**config.mk**
```make
export PLATFORM = sky130hd
export DESIGN_NAME = pulse_channel_with_envelope_core
export DESIGN_NICKNAME = d
export VERILOG_FILES = /design/src/hw/rtl/pcwe_pkg.sv /design/src/hw/rtl/pcwe_chan.sv /design/src/hw/rtl/pulse_channel_with_envelope_core.sv
export SDC_FILE = /design/constraint.sdc
export NUM_CORES = 1
export LEC_CHECK = 0
export CAP_MARGIN = 20
export CORE_UTILIZATION = 30
export CTS_BUF_LIST = sky130_fd_sc_hd__clkbuf_16
export CTS_CLUSTER_SIZE = 28
export DETAILED_ROUTE_END_ITERATION = 12
export DONT_BUFFER_PORTS = 1
export PLACE_DENSITY = 0.49
export SYNTH_ARGS = -nofsm -noshare
export SYNTH_HDL_FRONTEND = slang
export SYNTH_SLANG_ARGS = --single-unit
```
**constraint.sdc**
```tcl
create_clock -name aclk -period 3.3 [get_ports aclk]
set_clock_uncertainty 0.2 [all_clocks]
set_input_delay 0.33 -clock aclk [delete_from_list [all_inputs] [get_ports aclk]]
set_output_delay 0.33 -clock aclk [all_outputs]
set_load 0.03 [all_outputs]
```
**src/hw/rtl/pcwe_pkg.sv**
```systemverilog
// ----------------------------------------------------------------------------
// pcwe_pkg
// types, command codes, register addresses and helpers of the square channel
// ----------------------------------------------------------------------------
package pcwe_pkg;

    typedef enum logic [2:0] {
        CMD_TICK     = 3'd0,
        CMD_LENGTH   = 3'd1,
        CMD_ENVELOPE = 3'd2,
        CMD_READ     = 3'd3,
        CMD_WRITE    = 3'd4,
        CMD_POWER    = 3'd5
    } cmd_t;

    localparam logic [15:0] ADDR_DUTY_LEN = 16'hff16;
    localparam logic [15:0] ADDR_ENVELOPE = 16'hff17;
    localparam logic [15:0] ADDR_FREQ_LO  = 16'hff18;
    localparam logic [15:0] ADDR_FREQ_HI  = 16'hff19;

    localparam logic [7:0]  OPEN_BUS      = 8'hff;
    localparam logic [6:0]  LENGTH_FULL   = 7'd64;
    localparam logic [12:0] PERIOD_BASE   = 13'd4096;

    // one input item
    typedef struct packed {
        logic [2:0]  command;
        logic [15:0] address;
        logic [7:0]  write_data;
        logic        sequencer_odd;
        logic        power_sets_length;
    } item_t;

    // one result item
    typedef struct packed {
        logic [7:0] read_data;
        logic [3:0] sample;
        logic       channel_on;
        logic       dac_on;
    } result_t;

    // channel state
    typedef struct packed {
        logic        enabled;
        logic [1:0]  duty_select;
        logic [6:0]  length_left;
        logic [3:0]  initial_volume;
        logic        ramp_up;
        logic [2:0]  ramp_rate;
        logic [10:0] tone_frequency;
        logic        length_enable;
        logic [3:0]  level_out;
        logic        duty_high;
        logic [2:0]  duty_step;
        logic [12:0] period_count;
        logic [2:0]  ramp_count;
        logic [3:0]  volume_now;
    } chan_state_t;

    function automatic logic dac_enabled(input logic [3:0] vol, input logic up);
        return (vol != 4'd0) || up;
    endfunction

    // 2 * (2048 - frequency)
    function automatic logic [12:0] period_reload(input logic [10:0] freq);
        return PERIOD_BASE - {1'b0, freq, 1'b0};
    endfunction

    function automatic logic duty_bit(input logic [1:0] sel, input logic [2:0] step);
        logic bit_out;
        case (sel)
            2'd0: bit_out = (step == 3'd6);
            2'd1: bit_out = (step >= 3'd6);
            2'd2: bit_out = (step >= 3'd4);
            default: bit_out = (step <= 3'd5);
        endcase
        return bit_out;
    endfunction

    // power-up clears everything; length is kept unless reloaded
    function automatic chan_state_t power_state(input logic set_len,
                                                input logic [6:0] len_now);
        chan_state_t st;
        st = '0;
        st.length_left = set_len ? LENGTH_FULL : len_now;
        return st;
    endfunction

endpackage

```
**src/hw/rtl/pcwe_chan.sv**
```systemverilog
// ----------------------------------------------------------------------------
// pcwe_chan
// channel state register and the single-pass update for one command
// ----------------------------------------------------------------------------
module pcwe_chan
    import pcwe_pkg::*;
(
    input  logic    aclk,
    input  logic    aresetn,
    input  logic    step_en,
    input  item_t   item,
    output result_t result
);

    chan_state_t st_reg;
    chan_state_t st_next;
    logic [7:0]  rd;
    logic [6:0]  len_q;
    logic        en_q;

    always_comb begin
        st_next = st_reg;
        rd      = OPEN_BUS;
        len_q   = st_reg.length_left;
        en_q    = st_reg.enabled;
        case (item.command)
            CMD_TICK: begin
                if (st_reg.period_count != 13'd0) begin
                    st_next.period_count = st_reg.period_count - 13'd1;
                    if (st_next.period_count == 13'd0) begin
                        st_next.period_count = period_reload(st_reg.tone_frequency);
                        st_next.duty_step    = st_reg.duty_step + 3'd1;
                        st_next.duty_high    = duty_bit(st_reg.duty_select,
                                                        st_next.duty_step);
                    end
                end
                st_next.level_out = (st_next.duty_high && st_reg.enabled) ?
                                    st_reg.volume_now : 4'd0;
            end
            CMD_LENGTH: begin
                if (st_reg.length_enable && st_reg.length_left != 7'd0) begin
                    st_next.length_left = st_reg.length_left - 7'd1;
                    if (st_next.length_left == 7'd0) begin
                        st_next.enabled = 1'b0;
                    end
                end
            end
            CMD_ENVELOPE: begin
                if (st_reg.enabled && st_reg.ramp_rate != 3'd0) begin
                    st_next.ramp_count = st_reg.ramp_count - 3'd1;
                    if (st_next.ramp_count == 3'd0) begin
                        st_next.ramp_count = st_reg.ramp_rate;
                        if (!st_reg.ramp_up && st_reg.volume_now != 4'd0) begin
                            st_next.volume_now = st_reg.volume_now - 4'd1;
                        end
                        if (st_reg.ramp_up && st_reg.volume_now != 4'd15) begin
                            st_next.volume_now = st_reg.volume_now + 4'd1;
                        end
                    end
                end
            end
            CMD_READ: begin
                case (item.address)
                    ADDR_DUTY_LEN: rd = {st_reg.duty_select, 6'h3f};
                    ADDR_ENVELOPE: rd = {st_reg.initial_volume, st_reg.ramp_up,
                                         st_reg.ramp_rate};
                    ADDR_FREQ_HI:  rd = {1'b1, st_reg.length_enable, 6'h3f};
                    default:       rd = OPEN_BUS;
                endcase
            end
            CMD_WRITE: begin
                case (item.address)
                    ADDR_DUTY_LEN: begin
                        st_next.duty_select = item.write_data[7:6];
                        st_next.length_left = LENGTH_FULL - {1'b0, item.write_data[5:0]};
                    end
                    ADDR_ENVELOPE: begin
                        st_next.initial_volume = item.write_data[7:4];
                        st_next.ramp_up        = item.write_data[3];
                        st_next.ramp_rate      = item.write_data[2:0];
                        if (!dac_enabled(item.write_data[7:4], item.write_data[3])) begin
                            st_next.enabled = 1'b0;
                        end
                    end
                    ADDR_FREQ_LO: begin
                        st_next.tone_frequency[7:0] = item.write_data;
                    end
                    ADDR_FREQ_HI: begin
                        // enabling length on an odd sequencer step clocks it once
                        if (item.sequencer_odd && !st_reg.length_enable &&
                            item.write_data[6] && len_q != 7'd0) begin
                            len_q = len_q - 7'd1;
                            if (len_q == 7'd0) begin
                                en_q = 1'b0;
                            end
                        end
                        st_next.length_left          = len_q;
                        st_next.enabled              = en_q;
                        st_next.length_enable        = item.write_data[6];
                        st_next.tone_frequency[10:8] = item.write_data[2:0];
                        if (item.write_data[7]) begin
                            st_next.enabled      = dac_enabled(st_reg.initial_volume,
                                                               st_reg.ramp_up);
                            st_next.period_count = period_reload(st_next.tone_frequency);
                            st_next.ramp_count   = st_reg.ramp_rate;
                            st_next.volume_now   = st_reg.initial_volume;
                            if (len_q == 7'd0) begin
                                st_next.length_left =
                                    (item.sequencer_odd && item.write_data[6]) ?
                                    LENGTH_FULL - 7'd1 : LENGTH_FULL;
                            end
                        end
                    end
                    default: ;
                endcase
            end
            CMD_POWER: begin
                st_next = power_state(item.power_sets_length, st_reg.length_left);
            end
            default: ;
        endcase
    end

    always_ff @(posedge aclk) begin
        if (!aresetn) begin
            st_reg <= power_state(1'b1, 7'd0);
        end else if (step_en) begin
            st_reg <= st_next;
        end
    end

    assign result.read_data  = rd;
    assign result.sample     = st_next.level_out;
    assign result.channel_on = st_next.enabled;
    assign result.dac_on     = dac_enabled(st_next.initial_volume, st_next.ramp_up);

`ifndef NO_ASSERTIONS
    a_len_range: assert property (@(posedge aclk) disable iff (!aresetn)
        st_reg.length_left <= LENGTH_FULL)
        else $error("length counter above 64");

    a_on_needs_dac: assert property (@(posedge aclk) disable iff (!aresetn)
        st_reg.enabled |-> dac_enabled(st_reg.initial_volume, st_reg.ramp_up))
        else $error("channel on with dac off");

    a_period_range: assert property (@(posedge aclk) disable iff (!aresetn)
        st_reg.period_count <= PERIOD_BASE)
        else $error("period counter out of range");
`endif

endmodule

```
**src/hw/rtl/pulse_channel_with_envelope_core.sv**
```systemverilog
// ----------------------------------------------------------------------------
// pulse_channel_with_envelope_core
// square-wave sound channel with length counter and volume envelope
// ----------------------------------------------------------------------------
// path: an input transaction is captured in the input register, then its result
//   is registered in the result register, which drives m_tdata
// throughput: one transaction per cycle unless m_tready stalls; the update is
//   a single pass between the input register and the result register
// reset: aresetn low (synchronous) empties both stages and loads the channel
//   state with its power-up values, length counter at 64
// ----------------------------------------------------------------------------
module pulse_channel_with_envelope_core
    import pcwe_pkg::*;
(
    input  logic        aclk,
    input  logic        aresetn,

    // command stream
    input  logic        s_tvalid,
    output logic        s_tready,
    input  logic [31:0] s_tdata,   // address[15:0], write_data[23:16],
                                   // sequencer_odd[24], power_sets_length[25]
    input  logic [2:0]  s_tuser,   // command[2:0]

    // result stream
    output logic        m_tvalid,
    input  logic        m_tready,
    output logic [15:0] m_tdata    // read_data[7:0], sample[11:8],
                                   // channel_on[12], dac_on[13]
);

    // input register stage
    logic    in_valid_reg;
    item_t   in_item_reg;

    // result register stage
    logic    out_valid_reg;
    result_t out_result_reg;

    result_t step_result;
    logic    advance;

    // the input stage moves on when the result register is free or drains now
    assign advance  = in_valid_reg && (!out_valid_reg || m_tready);
    assign s_tready = !in_valid_reg || advance;

    always_ff @(posedge aclk) begin
        if (!aresetn) begin
            in_valid_reg <= 1'b0;
        end else if (s_tready) begin
            in_valid_reg <= s_tvalid;
        end
    end

    // payload capture, unpacking the stream fields
    always_ff @(posedge aclk) begin
        if (s_tvalid && s_tready) begin
            in_item_reg.command           <= s_tuser;
            in_item_reg.address           <= s_tdata[15:0];
            in_item_reg.write_data        <= s_tdata[23:16];
            in_item_reg.sequencer_odd     <= s_tdata[24];
            in_item_reg.power_sets_length <= s_tdata[25];
        end
    end

    // channel state and its one-pass update, committed when the item advances
    pcwe_chan u_chan (
        .aclk    (aclk),
        .aresetn (aresetn),
        .step_en (advance),
        .item    (in_item_reg),
        .result  (step_result)
    );

    always_ff @(posedge aclk) begin
        if (!aresetn) begin
            out_valid_reg <= 1'b0;
        end else if (advance) begin
            out_valid_reg <= 1'b1;
        end else if (m_tready) begin
            out_valid_reg <= 1'b0;
        end
    end

    always_ff @(posedge aclk) begin
        if (advance) begin
            out_result_reg <= step_result;
        end
    end

    assign m_tvalid = out_valid_reg;
    assign m_tdata  = {2'b00, out_result_reg.dac_on, out_result_reg.channel_on,
                       out_result_reg.sample, out_result_reg.read_data};

`ifndef NO_ASSERTIONS
    a_stall_holds_item: assert property (@(posedge aclk) disable iff (!aresetn)
        !s_tready |-> in_valid_reg)
        else $error("input stage stalled while empty");

    a_drain_empties: assert property (@(posedge aclk) disable iff (!aresetn)
        (m_tvalid && m_tready && !advance) |=> !m_tvalid)
        else $error("result register kept a taken transaction");

    a_read_only_data: assert property (@(posedge aclk) disable iff (!aresetn)
        (advance && in_item_reg.command != CMD_READ) |=>
            (out_result_reg.read_data == OPEN_BUS))
        else $error("read data from a non-read command");
`endif

endmodule

```
### After elaboration in Yosys (flattened, before gate mapping)

Cells that the tools add are included.

| operators by class | value |
|---|---|
| reduce and logical (&&, ||, !) cells | 49 |
| $lt $le $gt $ge | 3 |
| equal/unequal tests | 26 |
| $add $sub $neg | 9 |
| mux-type cells | 41 |

Operators by type and width:

| kind | number |
|---|---|
| 7-bit two-way mux | 10 |
| 16-bit equality test (second input constant) | 4 |
| 17-bit two-way mux | 3 |
| 7-bit case mux with 3 select lines | 2 |
| 20-bit two-way mux | 2 |
| 20-bit case mux with 2 select lines | 1 |
| 13-bit case mux with 3 select lines | 1 |
| 13-bit by 12-bit subtractor with 13-bit output (first input constant) | 2 |
| 8-bit case mux with 3 select lines | 1 |
| 8-bit two-way mux | 2 |
| 8-bit case mux with 2 select lines | 1 |
| 4-bit nonzero test | 4 |
| 5-bit AND reduction | 3 |
| 7-bit logical NOT | 2 |
| 7-bit case mux with 2 select lines | 1 |
| 13-bit logical NOT | 1 |
| 13-bit nonzero test | 1 |
| 13-bit by 1-bit subtractor with 13-bit output (second input constant) | 1 |
| 4-bit two-way mux | 3 |
| 2-bit != test (second input constant) | 6 |
| 3-bit AND reduction | 4 |
| 3-bit nonzero test | 4 |
| 1-bit logical AND | 11 |
| 2-bit by 1-bit != test with 1-bit output (second input constant) | 5 |
| other kinds (31) | 53 |

| word-level totals | value |
|---|---|
| output and inout bits | 18 |
| register bits after elaboration | 103 |
| bits of input ports | 39 |

### Depth between registers and ports, before layout

Gate-level depths: netlist of run 1.

| logic depth | value |
|---|---|
| depth after elaboration | 12 |
| gate-level depth with buffers | 10 |
| mapped depth without buffers | 9 |

### Cells and area by module

A second synthesis of run 1 with hierarchy kept.

| unflattened totals | value |
|---|---|
| cell total of the unflattened synthesis | 646 |
| area total of the unflattened synthesis | 5871.9 sq um |

Modules (own cells, without submodules):

| module | seq. area each (sq um) | area each (sq um) | cells an instance | instances |
|---|---|---|---|---|
| pcwe_chan | 1161.1 | 4458.0 | 591 | 1 |
| pulse_channel_with_envelope_core | 1331.3 | 1413.9 | 55 | 1 |

### Least setup slack after synthesis of run 1

Ideal clock, no wire load.

| timing | value |
|---|---|
| path kind | register to register |
| start point | reg u_chan.st_reg[7] (netlist bit) |
| end point | reg out_result_reg (netlist bit m_tdata[8]), data pin |
| clock period less this slack | 3.259 ns |
| library setup time | 0.256 ns |
| required time | 2.844 ns |
| arrival | 2.803 ns |
| cell stages (with the launch flop) | 10 |
| slack | 0.041 ns |
| cell sequence | dfxtp_1 > inv_1 > ha_1 > or4b_1 > or4_1 > xnor2_2 > nor4_4 > mux2i_1 > nor2_1 > a22o_1 |

RTL lines:

| item | line | text |
|---|---|---|
| start: declaration | pcwe_chan.sv:15 | `chan_state_t st_reg;` |
| start signal: assignment | pcwe_chan.sv:126 | `st_reg <= power_state(1'b1, 7'd0);` |
| start signal: assignment | pcwe_chan.sv:128 | `st_reg <= st_next;` |
| end signal: assignment | pulse_channel_with_envelope_core.sv:87 | `out_result_reg <= step_result;` |
| end: declaration | pulse_channel_with_envelope_core.sv:38 | `result_t out_result_reg;` |

### Worst setup path in the final report of run 1

| timing | value |
|---|---|
| start point | reg u_chan.st_reg[7] (netlist bit) |
| end point | reg u_chan.st_reg[9] (netlist bit) |

| on the way | value |
|---|---|
| word-level cells in the longest chain between the ends | 6 |
| elaborated cells between the ends (all ways) | 9 |
| those cells by class | 1 x add/sub; 1 x eq/ne; 4 x mux; 3 x reduce/logical |

RTL lines:

| item | line | text |
|---|---|---|
| 13-bit by 1-bit subtractor with 13-bit output | pcwe_chan.sv:29 | `st_next.period_count = st_reg.period_count - 13'd1;` |
| 13-bit logical NOT | pcwe_chan.sv:30 | `if (st_next.period_count == 13'd0) begin` |
| 17-bit two-way mux | pcwe_chan.sv:30 |  |
| 17-bit two-way mux | pcwe_chan.sv:28 | `if (st_reg.period_count != 13'd0) begin` |
| 17-bit two-way mux | pcwe_chan.sv:26 | `case (item.command)` |
| 13-bit case mux with 3 select lines | pcwe_chan.sv:26 |  |

Several ways; a longest one is shown, not always the timed one. The select of a mux whose other input is x is not followed.
A chain may end at the register's enable or synchronous reset.

==> results of run 1 <==
-- worst max-delay path: stages (launching register included) --
cell	delay (ns)
dfxtp_1	0.31
inv_1	0.07
ha_1	0.17
or4b_1	0.49
or4_4	0.53
xnor2_2	0.17
or4_4	0.57
o21ai_2	0.12
buf_4	0.16
a21oi_1	0.08
o32ai_1	0.21
-- final cells by class --
class,count,area (um2)
clock buffer,9,225
clock inverter,7,61.3
fill,1986,11900
inverter,25,93.8
multi-input combinational,491,3120
sequential,103,2490
tap,260,325
timing repair buffer,81,688
-- through the flow --
step / hold slack, ns / total power (W) / utilization [%] / instances / area [um2]
final: 0.113 / 0.00289 / 37.1 / 976 / 7000
after global placement: 0.229 / 0.00183 / 33.8 / 928 / 6380
after CTS: 0.0969 / 0.00292 / 37.0 / 976 / 6980
after detailed placement: 0.229 / 0.00183 / 33.8 / 928 / 6380
after global routing: 0.0988 / 0.00302 / 37.1 / 976 / 7000
after floorplan: 0.229 / 0.00170 / - / 656 / 5830
-- routing by layer --
layer	GRT usage (%)	routed length [um]	up-vias
met5	0	0	-
met4	5.03	292	0
met3	2.53	631	23
met2	28.8	8070	131
met1	23.3	7780	2490
li1	-	-	2538
-- synthesized netlist by cell type (all sizes together), types with 7 or more instances --
library cell,number,area [um2]
nor4,10,103
edfxtp,43,1290
nor3,18,95.1
nor3b,8,60.1
nor2,54,203
o22ai,7,43.8
inv,25,93.8
a31oi,9,56.3
nand2,58,218
nand3,32,160
a21oi,58,290
or4,10,75.1
or3,12,75.1
xor2,9,78.8
ha,13,163
nand2b,11,68.8
a22o,9,78.8
dfxtp,60,1200
xnor2,18,165
clkbuf,32,120
o21ai,40,204
-- logic make-up (layout without fill, tap and decap cells) --
| group | Yosys count | count (layout) | share of synthesized area, % |
|---|---|---|---|
| AO/OA/AOI/OAI | 184 | 184 | 20.4 |
| XOR/XNOR | 27 | 27 | 4.19 |
| adder cells (fa/ha/maj) | 14 | 14 | 3.14 |
| buffers and inverters | 62 | 122 | 4.17 |
| flip-flops | 103 | 103 | 42.8 |
| multiplexers | 7 | 7 | 1.22 |
| other | 1 | 2 | 0.0644 |
| AND/OR/NAND/NOR | 257 | 257 | 24.0 |
-- report_power, final --
group	switching, W	internal (W)
clock network	0.000522	0.000528
logic	0.000249	0.000184
registers	0.0000447	0.00137
total	0.000815	0.00208
-- worst max path at each step --
stage,end
finish,u_chan.st_reg[9]$_SDFFE_PN0P_
global route,m_tdata[9]$_DFFE_PP_
CTS,u_chan.st_reg[9]$_SDFFE_PN0P_
detailed placement,m_tdata[10]$_DFFE_PP_
global placement,u_chan.st_reg[9]$_SDFFE_PN0P_
floorplan,m_tdata[8]$_DFFE_PP_
-- what timing repair did --
action | in CTS | in global routing
endpoints found under the setup margin | 0 | 15
hold endpoints to repair | 51 | 0
resized for setup | 0 | 4
hold buffers | 32 | 0
==> qor.yml, run 1 <==
logic_synthesis:
  syn_area_mm2: 0.00582
  synth_area_per_cell_um2: 8.89
  synth-edff-count: 43
  async_reset_ff_share_pct: 0
  synth_seq_cells: 103
  seq_area_frac_synth_pct: 42.8
  netlist_instances: 655
  ys.flop_type: "dfxtp_1"
  yosys_warnings: 0
  synth_cell_type_count: 75
flow_run:
  cap_violations: 0
critical_path:
  r2r-start: "u_chan.st_reg[7]$_SDFFE_PN0P_"
  crit_type: "reg2reg"
  cp_max_fo: 8
  worstPathRequired_ns: 3.36
  critPathLaunch: "u_chan.st_reg[7]$_SDFFE_PN0P_"
  r2r_setup_slack_ns: 0.12
  worst_r2r_endpoint: "u_chan.st_reg[9]$_SDFFE_PN0P_"
  worst_setup_path_end_kind: "flop"
  startpoint_type: "flop"
  cp_data_arrival_time_ns: 3.24
  r2r_cells: 10
route:
  wl_per_cell_um: 17.2
  via_per_inst: 5.31
  drc: 0
  vias: 5182
  detail_route.first_pass.iterations: 5
  drt_iter0_markers: 449
  ant_nets: 0
  drt-total-wl_um: 16800
clock_tree:
  cts_buffer_depth: 2
  cts_sinks: 103
  clk_pin_slew_worst_paths_ns: 0.07
  cts_setup_buffers: 0
  root_buffer: "clkbuf_16"
  htreeDepth: 3
  numCtsBuffers: 9
  cts_tree: "yes"
  insertion_delay_ns: 0.36
cells_and_area:
  insertedDiodeCount: 0
  area_delta_synth_final_pct: 20.3
  final_cell_mix: "dfxtp_1 (60), nand2_1 (58), a21oi_1 (58)"
  drive_gt1_share_pct: 13.3
  largest_reg_flops: 58
  layout_commonest_cell: "dfxtp_1"
  nets: 764
die:
  dieArea_mm2: 0.0200
  start_util_pct: 30.8
  io_pins: 57
  die_width_um: 141
  fp.coreArea_mm2: 0.0189
  core.rowCount: 50
  die_h_um: 141
global_routing:
  grt_max_degree: 31
  grt_pass1_wl_um: 27000
  grt_usage_pct: 17.4
  antenna_found_initial: 0
  overflow: 0
  first_global_vias: 5052
sta:
  min_period_ns: 3.18
  period_share_pct: 96.4
  hold_violations: 0
  setup_tns_ns: 0
  max_freq_mhz: 314
  max-slew-margin-rel_pct: 31.6
  layout_setup_ws_ns: 0.119
  setup_violations: 0
  slew_viol_final: 0
  worst_pin_slew_ns: 1.02
place:
  port_buffers: 0
  post-place-ws_ns: 0.0619
  post-dp-hpwl_um: 12300
  gp_congestion: 0.840
run_status:
  status: "finished clean"
min_path:
  hp-class: "in2reg"
  worstHoldPathCells: 1
  whs_endpoint: "in_item_reg[3]$_DFFE_PP_"
  hold_path_startpoint: "s_tvalid"
power:
  ir_drop_uv: 244
  power_density_mw_per_mm2: 413
  p_leak_nw: 2.51
Note: power is estimated with default switching activity, not from simulation.
==> inputs of run 2 (changes only) <==
PLACE_DENSITY = 0.48   (was 0.49)
clock period = 3.7 ns   (was 3.3 ns; I/O delays follow)
==> run 2 against run 1 <==
Effect of this change:
- combinational power down 17%
- clock power down 8%
- register-to-register slack gained 0.099 ns
- worst hold slack worse by 0.098 ns
- flip-flop and latch count unchanged
- fmax decreased by 8.6%
- die area stayed put
- setup slack better by 0.099 ns
- global-route usage decreased by 0.33 points
- clock-buffer cell count did not move
- critical path type unchanged
==> qor.yml, run 2 (synthesis results as in run 1) <==
run_status:
  status: "finished clean"  # unchanged
cells_and_area:
  fillCellCount: 1972  # was 1986
  regArea_mm2: 0.00249  # unchanged
  nets: 739  # was 764
  multi_input_area_mm2: 0.00311  # was 0.00312 mm2
  insertedDiodeCount: 0  # unchanged
  area_delta_synth_final_pct: 17.5  # was 20.3%
  final_cell_mix: "dfxtp_1 (60), nand2_1 (58), a21oi_1 (58)"  # unchanged
  layout_commonest_cell: "dfxtp_1"  # unchanged
  largest_reg_flops: 58  # unchanged
  drive_gt1_share_pct: 9.70  # was 13.3%
route:
  drt-total-wl_um: 16500  # was 16800 um
  detail_route.first_pass.iterations: 5  # unchanged
  vias: 5148  # was 5182
  drc: 0  # unchanged
  wl_per_cell_um: 17.4  # was 17.2 um
  ant_nets: 0  # unchanged
  via_per_inst: 5.41  # was 5.31
  drt_iter0_markers: 427  # was 449
sta:
  setup_violations: 0  # unchanged
  rsz0062_at_grt: "false"
  worst_pin_slew_ns: 0.985  # was 1.02 ns
  max_freq_mhz: 287  # was 314 MHz
  period_share_pct: 94.1  # was 96.4%
  min_period_ns: 3.48  # was 3.18 ns
  setup_tns_ns: 0  # unchanged
  hold_violations: 0  # unchanged
  max-slew-margin-rel_pct: 34.1  # was 31.6%
  hold_slack_ns: 0.0142  # was 0.113 ns
  slew_viol_final: 0  # unchanged
place:
  port_buffers: 0  # unchanged
  gp_congestion: 0.868  # was 0.840
  post-dp-hpwl_um: 11800  # was 12300 um
clock_tree:
  clk_pin_slew_worst_paths_ns: 0.08  # was 0.07 ns
  cts_setup_buffers: 0  # unchanged
  cts_sinks: 103  # unchanged
  root_buffer: "clkbuf_16"  # unchanged
  cts_buffer_depth: 2  # unchanged
  cts_tree: "yes"  # unchanged
  insertion_delay_ns: 0.36  # about the same
  htreeDepth: 3  # unchanged
  numCtsBuffers: 9  # unchanged
power:
  power_density_mw_per_mm2: 379  # was 413 mW/mm2
  p_leak_nw: 2.39  # was 2.51 nW
  ir_drop_uv: 250  # was 244 uV
critical_path:
  worstPathRequired_ns: 3.77  # was 3.36 ns
  worst_setup_path_end_kind: "flop"  # unchanged
  startpoint_type: "flop"  # unchanged
  cp_data_arrival_time_ns: 3.55  # was 3.24 ns
  cp_max_fo: 8  # unchanged
  crit_type: "reg2reg"  # unchanged
global_routing:
  use_met3_pct: 2.94  # was 2.53%
  grt_pass1_wl_um: 26200  # was 27000 um
  grt_util_met1_pct: 22.4  # was 23.3%
  grt_max_degree: 26  # was 31
  antenna_found_initial: 0  # unchanged
  grt_usage_pct: 17.0  # was 17.4%
  use_met2_pct: 28.2  # was 28.8%
  top_usage_layer: "met2"  # unchanged
  overflow: 0  # unchanged
  first_global_vias: 4921  # was 5052
die:
  fp.coreArea_mm2: 0.0189  # unchanged
  core.rowCount: 50  # unchanged
  die_h_um: 141  # unchanged
  die_width_um: 141  # unchanged
  io_pins: 57  # unchanged
  dieArea_mm2: 0.0200  # unchanged
  start_util_pct: 30.8  # unchanged
min_path:
  hp-class: "in2reg"  # unchanged
flow_run:
  cap_violations: 0  # unchanged
run 2: metrics by stage:
step / util, % / setup slack (ns) / power [W] / instance area, um2 / instances
after global routing: 36.2 / 0.0104 / 0.00269 / 6840 / 951
final: 36.2 / 0.218 / 0.00259 / 6840 / 951
after detailed placement: 33.0 / 0.148 / 0.00161 / 6230 / 904
after floorplan: - / 0.441 / 0.00152 / 5830 / 656
after global placement: 32.8 / 0.157 / 0.00161 / 6200 / 903
after CTS: 36.2 / 0.129 / 0.00261 / 6830 / 951
run 2: area by class of cell:
class | instances | share of cell area, %
Inverter | 25 | 1.37
Clock buffer | 9 | 3.29
Timing Repair Buffer | 56 | 7.57
Sequential cell | 103 | 36.4
Tap cell | 260 | 4.76
Clock inverter | 7 | 1.04
Multi-Input combinational cell | 491 | 45.5
run 2: power by group:
part	internal (W)	switching [W]	total, W	leakage (nW)
sequential	0.00122	0.0000457	0.00126	0.876
clock	0.000478	0.000490	0.000968	0.146
combinational	0.000147	0.000211	0.000358	1.37
run 2: per-layer routing:
metal / vias to the layer above / part of all wire (%)
li1: 2501 / -
met1: 2454 / 47
met2: 161 / 47
met3: 32 / 4.2
met4: 0 / 2.4
met5: - / 0
run 2: critical path, stage by stage, from the launching register on:
cell and delay (ns):
dfxtp_1 0.38, inv_1 0.11, ha_1 0.18, or4b_1 0.50
or4_1 0.59, xnor2_2 0.19, or4_1 0.63, o21ai_4 0.29
a21oi_1 0.11, o32ai_1 0.20
run 2: path summary, 6_finish.rpt:
path | startpoint | end | slack (ns) | cells after the start
max reg2reg | u_chan.st_reg[8]$_SDFFE_PN0P_ | u_chan.st_reg[9]$_SDFFE_PN0P_ | 0.22 | 9
min | aresetn | u_chan.st_reg[11]$_SDFFE_PN0P_ | 0.01 | 2
max | u_chan.st_reg[8]$_SDFFE_PN0P_ | u_chan.st_reg[9]$_SDFFE_PN0P_ | 0.22 | 9
min reg2reg | u_chan.st_reg[24]$_SDFFE_PN0P_ | u_chan.st_reg[24]$_SDFFE_PN0P_ | 0.29 | 1
run 2: repair_timing:
action                                  4_1_cts  5_1_grt
endpoints found under the setup margin        0        3
hold buffers                                 31        0
endpoints found under the hold margin        48        0
gates resized for setup                       0        1
==> inputs of run 3 (changes only) <==
CORE_UTILIZATION = 55   (was 30)
GPL_TIMING_DRIVEN = 0   (was unset)
PLACE_DENSITY = 0.74   (was 0.48)
==> run 3 against run 2 <==
Effect of this change:
- worst hold slack better by 0.039 ns
- clock power is 1% higher
- setup slack worse by 0.084 ns
- first-iteration DRC count is 8.4% lower
- final cell count is 11% lower
- utilization is 29 points higher
- largest cell class unchanged
- critical endpoint unchanged
- via count is 4.7% higher
==> qor.yml, run 3 (synthesis results as in run 1) <==
cells_and_area:
  fillCellCount: 827  # was 1972
  layout_commonest_cell: "dfxtp_1"  # unchanged
  multi_input_area_mm2: 0.00309  # was 0.00311 mm2
  insertedDiodeCount: 0  # unchanged
  largest_reg_flops: 58  # unchanged
  final_cell_mix: "dfxtp_1 (60), nand2_1 (58), a21oi_1 (58)"  # unchanged
  regArea_mm2: 0.00249  # unchanged
  nets: 754  # was 739
  design_area_mm2: 0.00665  # was 0.00684 mm2
  drive_gt1_share_pct: 6.94  # was 9.70%
  area_delta_synth_final_pct: 14.2  # was 17.5%
die:
  fp.coreArea_mm2: 0.0103  # was 0.0189 mm2
  die_width_um: 105  # was 141 um
  start_util_pct: 56.7  # was 30.8%
  die_h_um: 105  # was 141 um
  dieArea_mm2: 0.0110  # was 0.0200 mm2
  io_pins: 57  # unchanged
  core.rowCount: 37  # was 50
global_routing:
  grt_pass1_wl_um: 25000  # was 26200 um
  overflow: 0  # unchanged
  use_met3_pct: 5.86  # was 2.94%
  first_global_vias: 5045  # was 4921
  grt_util_met1_pct: 37.4  # was 22.4%
  grt_max_degree: 30  # was 26
  antenna_found_initial: 0  # unchanged
  grt_usage_pct: 28.8  # was 17.0%
  use_met2_pct: 46.9  # was 28.2%
  top_usage_layer: "met2"  # unchanged
sta:
  hold_violations: 0  # unchanged
  max_freq_mhz: 280  # was 287 MHz
  min_period_ns: 3.57  # was 3.48 ns
  setup_tns_ns: 0  # unchanged
  slew_viol_final: 0  # unchanged
  setup_violations: 0  # unchanged
  max-slew-margin-rel_pct: 39.1  # was 34.1%
  period_share_pct: 96.4  # was 94.1%
  rsz0062_at_grt: "false"  # unchanged
  worst_pin_slew_ns: 0.908  # was 0.985 ns
place:
  gp_congestion: 0.903  # was 0.868
  detailed_place.area_mm2: 0.00600  # was 0.00623 mm2
  port_buffers: 0  # unchanged
  post-dp-hpwl_um: 10700  # was 11800 um
flow_run:
  cap_violations: 0  # unchanged
clock_tree:
  root_buffer: "clkbuf_16"  # unchanged
  cts_sinks: 103  # unchanged
  cts_buffer_depth: 2  # unchanged
  numCtsBuffers: 9  # unchanged
  cts_resized: 0  # unchanged
  cts_tree: "yes"  # unchanged
  htreeDepth: 3  # unchanged
  clk_pin_slew_worst_paths_ns: 0.07  # was 0.08 ns
  insertion_delay_ns: 0.35  # was 0.36 ns
route:
  ant_nets: 0  # unchanged
  drc: 0  # unchanged
  wl_per_cell_um: 18.7  # was 17.4 um
  via_per_inst: 6.40  # was 5.41
  vias: 5389  # was 5148
  drt-total-wl_um: 15800  # was 16500 um
  drt_iter0_markers: 391  # was 427
  detail_route.first_pass.iterations: 5  # unchanged
critical_path:
  cp_max_fo: 8  # unchanged
  r2r_setup_slack_ns: 0.13  # was 0.22 ns
  r2r-start: "u_chan.st_reg[7]$_SDFFE_PN0P_"  # was u_chan.st_reg[8]$_SDFFE_PN0P_
  startpoint_type: "flop"  # unchanged
  worst_r2r_endpoint: "u_chan.st_reg[9]$_SDFFE_PN0P_"  # unchanged
  worst_setup_path_end_kind: "flop"  # unchanged
  crit_type: "reg2reg"  # unchanged
  r2r_cells: 9  # unchanged
  worstPathRequired_ns: 3.76  # was 3.77 ns
  cp_data_arrival_time_ns: 3.62  # was 3.55 ns
min_path:
  whs_endpoint: "m_tvalid$_SDFFE_PN0P_"  # was u_chan.st_reg[11]$_SDFFE_PN0P_
  hp-class: "in2reg"  # unchanged
  worstHoldPathCells: 3  # was 2
  hold_path_startpoint: "m_tready"  # was aresetn
power:
  ir_drop_uv: 304  # was 250 uV
  totalPowerFinal_w: 0.00260  # was 0.00259 W
  power_density_mw_per_mm2: 391  # was 379 mW/mm2
  p_leak_nw: 2.34  # was 2.39 nW
run_status:
  status: "finished clean"  # unchanged
==> run 3: routing by layer <==
| metal | wire (um) | part of all wire, % | vias up |
|---|---|---|---|
| met5 | 0 | 0 | - |
| met4 | 444 | 2.8 | 0 |
| met3 | 1240 | 7.9 | 42 |
| met2 | 7330 | 47 | 259 |
| met1 | 6740 | 43 | 2580 |
| li1 | - | - | 2508 |
==> run 3: per-stage QoR <==
stage	instances	util, %	hold WS, ns	worst slack (ns)
2_1_floorplan	656	-	0.248	0.441
3_3_place_gp	792	58.4	0.262	0.104
3_5_place_dp	792	58.4	0.269	0.0398
4_1_cts	838	64.2	0.0492	0.0327
5_1_grt	842	64.7	0.0573	0.0230
6_report	842	64.7	0.0531	0.135
==> run 3: where the power goes <==
group,total [W],internal (W),switching [W]
clock network,0.000981,0.000534,0.000447
registers,0.00126,0.00122,0.0000393
logic,0.000362,0.000138,0.000224
total,0.00260,0.00189,0.000710
==> run 3: layout make-up <==
cell class	count	area share, %
Buffer	37	2.24
Clock buffer	9	3.39
Clock inverter	7	1.17
Inverter	25	1.41
Multi-Input combinational cell	491	46.5
Sequential cell	103	37.5
Tap cell	136	2.56
Timing Repair Buffer	34	5.27
==> run 3: critical path, stage by stage, from the launching register on <==
cell and delay (ns):
dfxtp_1 0.40, inv_1 0.11, ha_1 0.17, or4b_1 0.51, or4_1 0.61, xnor2_2 0.20, or4_1 0.62, o21ai_2 0.34
a21oi_1 0.12, o32ai_1 0.21
==> run 3: how the worst max path moves through the flow <==
| stage | slack, ns | end | cells past startpoint | startpoint |
|---|---|---|---|---|
| 5_1_grt | 0.02 | u_chan.st_reg[9]$_SDFFE_PN0P_ | 9 | u_chan.st_reg[7]$_SDFFE_PN0P_ |
| 3_3_place_gp | 0.10 | m_tdata[10]$_DFFE_PP_ | 9 | u_chan.st_reg[7]$_SDFFE_PN0P_ |
| 2_1_floorplan | 0.44 | m_tdata[8]$_DFFE_PP_ | 9 | u_chan.st_reg[7]$_SDFFE_PN0P_ |
| 6_report | 0.13 | u_chan.st_reg[9]$_SDFFE_PN0P_ | 9 | u_chan.st_reg[7]$_SDFFE_PN0P_ |
| 4_1_cts | 0.03 | m_tdata[10]$_DFFE_PP_ | 9 | u_chan.st_reg[7]$_SDFFE_PN0P_ |
| 3_5_place_dp | 0.04 | m_tdata[10]$_DFFE_PP_ | 9 | u_chan.st_reg[7]$_SDFFE_PN0P_ |
==> run 3: repair_timing <==
action / 4_1_cts / 5_1_grt
buffers inserted: 0 / 3
setup endpoints to repair: 0 / 8
hold buffers: 30 / 0
hold endpoints to repair: 30 / 0
